==> src/gce_ram.sv <==
// generic simple dual-port ram with registered read
module gce_ram #(
    parameter int WIDTH = 8,
    parameter int DEPTH = 64
) (
    input  logic                     i_clk,
    input  logic                     i_we,
    input  logic [$clog2(DEPTH)-1:0] i_waddr,
    input  logic [WIDTH-1:0]         i_wdata,
    input  logic                     i_re,
    input  logic [$clog2(DEPTH)-1:0] i_raddr,
    output logic [WIDTH-1:0]         o_rdata
);

    logic [WIDTH-1:0] r_mem [DEPTH];
    logic [WIDTH-1:0] r_rdata;

    always_ff @(posedge i_clk) begin
        if (i_we) begin
            r_mem[i_waddr] <= i_wdata;
        end
        if (i_re) begin
            r_rdata <= r_mem[i_raddr];
        end
    end

    assign o_rdata = r_rdata;

endmodule

==> config.mk <==
export PLATFORM = sky130hd
export DESIGN_NAME = gce_ram
export DESIGN_NICKNAME = d
export VERILOG_FILES = /design/src/gce_ram.sv
export SDC_FILE = /design/constraint.sdc
export NUM_CORES = 1
export LEC_CHECK = 0
export BUFFER_PORTS_ARGS = -buffer_cell sky130_fd_sc_hd__buf_4
export CAP_MARGIN = 40
export CORE_MARGIN = 8
export CORE_UTILIZATION = 41
export CTS_BUF_LIST = sky130_fd_sc_hd__clkbuf_4 sky130_fd_sc_hd__clkbuf_8 sky130_fd_sc_hd__clkbuf_16
export DETAILED_ROUTE_END_ITERATION = 10
export PLACE_DENSITY = 0.55
export SLEW_MARGIN = 0
export SYNTH_ARGS = -nofsm -noshare
export SYNTH_HDL_FRONTEND = slang
export SYNTH_SLANG_ARGS = --single-unit
==> constraint.sdc <==
create_clock -name i_clk -period 6.3 [get_ports i_clk]
set_clock_uncertainty 0.05 [all_clocks]
set_input_delay 0.63 -clock i_clk [delete_from_list [all_inputs] [get_ports i_clk]]
set_output_delay 0.63 -clock i_clk [all_outputs]
set_load 0.02 [all_outputs]
======== Word level (Yosys, flattened, before mapping) ========
Memory sizes are Yosys's and may differ from the RTL's. A register that Yosys moved wholly into a read port is not among the register bits.
Index checks and enable logic that the tools add are counted.
W data, S select, Z words.
word-level totals
  register bits after elaboration ......... 0
  RAM bits ................................ 512
  input bits .............................. 23
  output and inout port bits .............. 8
  word-level logic and storage cells ...... 3
  memories kept ........................... 1
memories
  memory  depth  width  rd ports  clocked after memory_dff  wr ports  line  text
  r_mem   64     8      1         1                         1         15    logic [WIDTH-1:0] r_mem [DEPTH];
cells by class
  multiplexer cells ....................... 2
operators with widths
  operator  number
  $mux W1   2

======== Longest topological paths before layout ========
Gate-level depths: netlist of run 1.
  depth in word-level cells ............... 2
  gate-level depth with buffers ........... 9
  mapped depth without buffers ............ 5

======== Worst setup path before layout of run 1 ========
OpenSTA, ideal clock, no wires.
  path type ............................... input to register
  start ................................... in i_raddr[1]
  end ..................................... reg r_rdata[3] (netlist: o_rdata[3]), read port of r_mem (data pin)
  setup time .............................. 266 ps
  arrival time ............................ 2170 ps
  data required time ...................... 5984 ps
  path slack .............................. 3814 ps
  stages .................................. 7
  path buffers ............................ 3
  cells stage by stage .................... buf_4 > buf_2 > buf_2 > mux4_2 > mux4_2 > o21ai_1 > o41ai_1
RTL lines
  what         line  text
  from (decl)  11    input logic [$clog2(DEPTH)-1:0] i_raddr,
  to (decl)    16    logic [WIDTH-1:0] r_rdata;

==> results of run 1 <==
==> per-layer routing <==
metal,vias to the layer above,GRT usage [%],part of all wire (%)
met1,5198,23.9,44
met3,72,3.35,6.3
met2,294,26.1,47
met4,0,4.50,2.2
li1,4100,-,-
met5,-,0,0
==> sequential cells by signal, indices dropped and copies added (netlist names) <==
name,cells
o_rdata,8
r_mem,512
==> cells in the final DEF (no fill, tap or decap), types with 3 or more instances in the layout <==
cell / instances
edfxtp_1: 520
mux4_2: 126
nor2_1: 83
buf_4: 76
clkbuf_16: 53
mux2i_1: 23
nand2_1: 19
nor2b_1: 14
mux2_2: 13
nand3_1: 13
clkinv_1: 13
clkbuf_4: 11
o221ai_1: 8
o22ai_1: 8
clkinv_2: 8
nand2b_1: 7
a221oi_1: 6
bufinv_16: 6
nor3_1: 5
a211oi_1: 4
nand3b_1: 3
a21oi_1: 3
a22oi_1: 3
o2111ai_1: 3
o2bb2ai_1: 3
==> critical path, delay by kind of cell <==
| kind | cells | cell delay [ns] |
|---|---|---|
| buffers and inverters | 3 | 1.23 |
| AOI/OAI and AO/OA | 4 | 0.75 |
| muxes | 1 | 0.58 |
==> cells by family (layout without fill, tap and decap cells) <==
kind of cell / Yosys count / in the layout / share of synthesized area (%)
flops: 520 / 520 / 77.1
simple gates: 153 / 153 / 3.37
compound gates: 54 / 54 / 2.06
buf+inv: 51 / 170 / 1.56
mux: 162 / 162 / 15.9
==> cell type report <==
class                      instances  area (sq um)  share of cell area, %
multi-input combinational        369          4330                   18.7
clock inverter                    28           278                   1.20
tap                              664           831                   3.60
clock buffer                      64          1410                   6.11
sequential                       520         15600                   67.7
timing repair buffer              78           612                   2.65
==> power groups by stage <==
stage | sequential, W | combinational, W | clock, W
floorplan | 0.00392 | 0.000204 | 0
global route | 0.00385 | 0.000384 | 0.00326
detailed placement | 0.00392 | 0.000367 | 0
finish | 0.00385 | 0.000358 | 0.00307
CTS | 0.00385 | 0.000368 | 0.00314
global placement | 0.00392 | 0.000359 | 0
==> worst paths after layout <==
kind	endpoint	cells past startpoint	slack, ns	startpoint
min reg2reg	o_rdata[1]$_DFFE_PP_	4	0.85	r_mem[22][1]$_DFFE_PP_
max reg2reg	o_rdata[4]$_DFFE_PP_	5	4.00	r_mem[24][4]$_DFFE_PP_
max	o_rdata[3]$_DFFE_PP_	8	3.29	i_raddr[0]
min	o_rdata[4]$_DFFE_PP_	1	0.33	i_re
==> through the flow <==
stage | cells | util (%) | cell area, sq um | hold slack, ns
6_report | 1723 | 47.2 | 23100 | 0.326
2_1_floorplan | 940 | - | 20200 | 0.679
3_5_place_dp | 1631 | 43.8 | 21400 | 0.835
5_1_grt | 1723 | 47.2 | 23100 | 0.294
4_1_cts | 1723 | 47.2 | 23100 | 0.279
3_3_place_gp | 1590 | 43.1 | 21100 | 0.836
==> key figures, run 1 <==
Run status
  • Outcome: finished, final reports clean

Clock network
  • CTS tree: yes
  • CTS Sinks: 520
  • CTS Hold Bufs: 0
  • CTS root buffer: clkbuf_16
  • TritonCTS Buffers: 52
  • Worst-path clk slew: roughly 0.06 ns
  • Max H-tree Level: 2
  • Clock latency on the worst-skew pair: 0.59 ns
  • Post-CTS setup buffer count: 0
  • Bufs on Longest Clock Path: 3
  • PostCTS Resize Cnt: 0

Setup path
  • Critical Path Source Type: input port
  • Worst path arrival time: approximately 3.3 ns
  • CP peak stage delay: ~0.58 ns
  • Worst-path fanout max: 51
  • Critical Path RT: between 6 and 7 ns
  • Critical path class: in -> reg
  • Max stage delay cell, worst path: mux4_2
  • Crit-path cells: clkbuf_8, buf_16, buf_4, mux4_2, o221ai_1, a21oi_1, o21ai_1, o41ai_1
  • Crit. End Element: flop

Pwr
  • Sw Pwr: 0.00148 W
  • Int Power: 0.00579 W
  • Sw Ratio: around a fifth
  • P per Cell Area: between 300 and 400 nW/um^2
  • Leakage: between 7 and 8 nW
  • Final Power: 0.00728 W
  • Comb pwr share: 4.9%
  • Reg power frac: a little over half
  • Peak supply drop: ~0.00019 V
  • Clock power share: 42.2%

Logic synthesis
  • Ys async rst share: 0%
  • Synth top area share: between 70% and 80%
  • #FFs+latches synth: 520
  • Largest cells by area after synthesis: edfxtp_1 77%, mux4_2 14%, nor2_1 1.5%, mux2i_1 1.1%, mux2_2 0.72%
  • Leading post-synthesis cells by instance count: 520 x edfxtp_1, 126 x mux4_2, 83 x nor2_1
  • Post-Syn Instances: between 900 and 1000
  • Synth Flop Type: edfxtp_1
  • Avg Inst Size Synth: around 22 sq um
  • Most frequent cell after synthesis: edfxtp_1
  • Post-synth EDFFs: 520
  • Syn Nets: just under 1000
  • Syn. warnings: 0
  • Sequential fraction of the synthesis area: 77.1%
  • Yosys cell types: 39
  • Synth Cell Area: 20200 sq um
  • Leading area contributor after synthesis: edfxtp_1

GRT
  • Grt total ovfl: 0
  • Initial antenna violation count: 0
  • Vias in the first global route: 9822
  • Largest net degree at the start of global routing: 65
  • First-pass GRT wire length: approximately 70000 um
  • Overall Global Routing Usage: about 17%

Timing
  • Final setup fails: 0
  • RSZ-0062 raised after global routing: false
  • Worst setup margin: 3.29 ns
  • Final hold violation count: 0
  • Fin crit period: between 3 and 4 ns
  • Slew Viols, Final: 0
  • Least-Margin Pin Slew: 0.881 ns
  • Final worst-path cycle share: between 40% and 50%
  • Max Fclk: ~330 MHz
  • Total Neg Setup Slack: 0 ns
  • Max_slew headroom: approximately two fifths

Finish
  • Area delta synth->final: 13.9%
  • Nets@finish: roughly 1000
  • Antenna Cells: 0
  • Ratio of cells with drive above 1 in the final layout: ~28%
  • Fill count: 4051

Floorplan
  • IO Count: 31
  • Die area: about 57000 sq um
  • Initial core utilization: about two fifths
  • Num rows: 81
  • Die span in y: around 240 um
  • Core area: around 49000 sq um
  • Die W: 238 um

Routing
  • Final antenna-violating net count: 0
  • Post-route DRC: 0
  • Total wire length: ~47000 um
  • Routed wire length per instance: between 20 and 30 um
  • Drt pass-1 iters: 6
  • Via count: 9664
  • Via density: 5.61
  • Starting DRT DRC Count: roughly 1000

Placed design
  • Routability cong.: roughly 0.75
  • Estimated wirelength of the detail-placed design: between 20000 and 30000 um
  • Port Buffers: 30
  • Place WS: 2.60 ns

Worst hold path
  • HP Class: in -> reg

Run
  • MaxCap Viol Count: 0
Power figures use the tool's default switching activity.
==> run 2, diff against run 1 <==
Settings changed: ABC_AREA set to 1, PLACE_DENSITY 0.55 to 0.57.
Clock period 6.3 ns to 2.75 ns, I/O delays scaled along.
==> run 2 against run 1 <==
Register-to-register slack worse by 2.8 ns; sequential share of layout area is 3.1 points lower; die area up 5.4%; critical path type is now reg -> out.
==> key figures, run 2 <==
Logic synthesis
  • Compound-Gate Fraction of Synth Area: 0%
  • Sequential fraction of the synthesis area: 72.9%
  • Post-synthesis mux area share: 0%
  • Syn Nets: between 1500 and 2000
  • Yosys cell types: 15
  • Avg Inst Size Synth: between 10 and 15 sq um
  • Post-Synth XOR/XNOR Area: 0%
  • Leading post-synthesis cells by instance count: 648 x nand2_1, 520 x edfxtp_1, 439 x nand3_1
  • #FFs+latches synth: 520
  • Synth Flop Type: edfxtp_1
  • Largest family of logic cells by synthesized area: simple AND/OR/NAND/NOR gates
  • Leading area contributor after synthesis: edfxtp_1
  • Syn. warnings: 0
  • Post-synth EDFFs: 520
  • Post-Synth Adder-Cell Area: 0%
  • Synth Cell Area: around 21000 sq um
  • Ys async rst share: 0%
  • Largest cells by area after synthesis: edfxtp_1 73%, nand2_1 11%, nand3_1 10%, buf_6 1.8%, nor2_1 0.98%
  • Synth Area in Simple Gates: 23.1%
  • Synth top area share: 72.9%
  • Most frequent cell after synthesis: nand2_1
  • Post-Syn Instances: between 1500 and 2000

Floorplan
  • Die W: between 200 and 250 um
  • Die span in y: between 200 and 250 um
  • Initial core utilization: 41.6%
  • Core area: roughly 52000 sq um
  • IO Count: 31
  • Die area: 59800 sq um
  • Num rows: 83

GRT
  • Overall Global Routing Usage: a little under a fifth
  • Grt total ovfl: 0
  • Largest net degree at the start of global routing: just over 100
  • Initial antenna violation count: 1
  • Vias in the first global route: 13600
  • First-pass GRT wire length: roughly 86000 um

Setup path
  • Worst Reg-to-Reg Cells: 8
  • Buf+Inv Stages, Crit Path: 1
  • Critical path class: reg -> out
  • Reg-to-reg critical path startpoint: r_mem[51][6]$_DFFE_PP_
  • Crit. End Element: output port
  • Reg-to-reg endpoint: o_rdata[6]$_DFFE_PP_
  • Crit-path cells: buf_4
  • Worst-path fanout max: 1
  • CP peak stage delay: 0.50 ns
  • Worst path arrival time: 1.31 ns
  • Flop-to-flop setup slack: ~1.2 ns
  • Delay-heaviest family, CP: flip-flops
  • Critical Path Source Type: flop
  • Max stage delay cell, worst path: edfxtp_1
  • Critical Path RT: around 2.4 ns

Clock network
  • Bufs on Longest Clock Path: 3
  • PostCTS Resize Cnt: 0
  • CTS Sinks: 520
  • CTS tree: yes
  • Clock latency on the worst-skew pair: 0.60 ns
  • Worst-path clk slew: 0.06 ns
  • TritonCTS Buffers: 54
  • Post-CTS setup buffer count: 0
  • Max H-tree Level: 2
  • CTS root buffer: clkbuf_16

Worst hold path
  • HP Class: in -> reg
  • Hold Crit Endpoint: o_rdata[5]$_DFFE_PP_
  • WHS Path Cells: 3
  • Hold Path Origin: i_raddr[5]

Routing
  • Starting DRT DRC Count: roughly 1300
  • Drt pass-1 iters: 5
  • Post-route DRC: 0
  • Final antenna-violating net count: 0
  • Total wire length: ~56000 um
  • Via count: roughly 14000
  • Routed wire length per instance: 21.5 um
  • Via density: approximately 5.3

Placed design
  • Routability cong.: 0.852
  • Estimated wirelength of the detail-placed design: 32000 um
  • Port Buffers: 30

Finish
  • Commonest cells after routing, fill and taps aside: 648 x nand2_1, 520 x edfxtp_1, 439 x nand3_1
  • Largest reg by FF count: r_mem
  • Nets@finish: between 1500 and 2000
  • Antenna Cells: 0
  • Final core utilization: a little under half
  • Ratio of cells with drive above 1 in the final layout: around 11%
  • Max reg flops: around 510
  • Commonest non-fill, non-tap cell in the layout: nand2_1
  • Area delta synth->final: 12.9%

Timing
  • Slew Viols, Final: 0
  • Max Fclk: around 610 MHz
  • Final hold violation count: 0
  • Max_slew headroom: between 40% and 50%
  • Final worst-path cycle share: 59.5%
  • Fin crit period: 1.64 ns
  • RSZ-0062 raised after global routing: false
  • Final setup fails: 0
  • Total Neg Setup Slack: 0 ns
  • Least-Margin Pin Slew: approximately 0.86 ns

Pwr
  • Leakage: ~8.8 nW
  • P per Cell Area: 691 nW/um^2
  • Peak supply drop: ~0.00044 V

Run status
  • Outcome: finished, final reports clean

Run
  • MaxCap Viol Count: 0
[run 2: cell types whose count changed after synthesis, sizes merged, moves of 12 or more]
cell,change
mux2i,-23
nand2,+629
nor2,-27
mux2,-13
buf,+64
mux4,-126
inv,+12
nor2b,-14
nand3,+426
[run 2: area by class of cell]
type | instances | area (sq um)
inverter | 12 | 52.6
clock buffer | 66 | 1460
sequential | 520 | 15600
multi-input combinational | 1160 | 4950
clock inverter | 27 | 176
fill | 4721 | 27300
timing repair buffer | 128 | 1090
tap | 680 | 851
[run 2: worst max path at each step]
| stage | from | end | slack, ns | depth (start not counted) |
|---|---|---|---|---|
| 2_1_floorplan | i_we | r_mem[48][0]$_DFFE_PP_ | 0.66 | 3 |
| 3_3_place_gp | i_waddr[3] | r_mem[37][3]$_DFFE_PP_ | 0.37 | 4 |
| 3_5_place_dp | i_raddr[0] | o_rdata[6]$_DFFE_PP_ | 0.55 | 11 |
| 4_1_cts | o_rdata[1]$_DFFE_PP_ | o_rdata[1] | 1.10 | 1 |
| 5_1_grt | i_raddr[0] | o_rdata[0]$_DFFE_PP_ | 0.96 | 11 |
| 6_report | o_rdata[1]$_DFFE_PP_ | o_rdata[1] | 1.11 | 1 |
[run 2: what timing repair did]
item / CTS / global route
endpoints found under the hold margin: 8 / 0
endpoints found under the setup margin: 0 / 0
hold buffers: 1 / 0
[run 2: through the flow]
step / total power [W] / std cells / setup slack (ns) / hold slack, ns / area, sq um
after global placement: 0.0100 / 2495 / 0.373 / 0.554 / 22500
final: 0.0167 / 2593 / 1.11 / 0.0572 / 24200
after CTS: 0.0169 / 2593 / 1.10 / 0.0168 / 24200
after floorplan: 0.00960 / 1805 / 0.659 / 0.324 / 21400
after detailed placement: 0.0101 / 2499 / 0.547 / 0.552 / 22500
after global routing: 0.0173 / 2593 / 0.959 / 0.0291 / 24200
[run 2: metal layers]
layer	GRT usage (%)	vias to the layer above	wire [um]	share of wire, %
met5	0	-	13	0.023
met4	4.92	2	1240	2.2
met3	3.12	82	3600	6.4
met2	28.8	458	25400	45
met1	27.0	6824	25500	46
li1	-	6493	-	-
[run 2: where the power goes]
group	leakage (nW)	internal (W)	total [W]	switching, W
Combinational	3.27	0.000274	0.00106	0.000785
Clock	0.815	0.00392	0.00684	0.00293
Sequential	4.69	0.00879	0.00882	0.0000296
Total	8.77	0.0130	0.0167	0.00374
[run 2: cell families after synthesis]
kind of cell	Yosys count
buffers and inverters	125
flip-flops	520
AND/OR/NAND/NOR	1160
[run 2: worst register-to-register path, delay by kind of cell, from the launching register on]
family,cells,cell delay [ns]
flip-flops,1,0.38
AND/OR/NAND/NOR,8,0.89
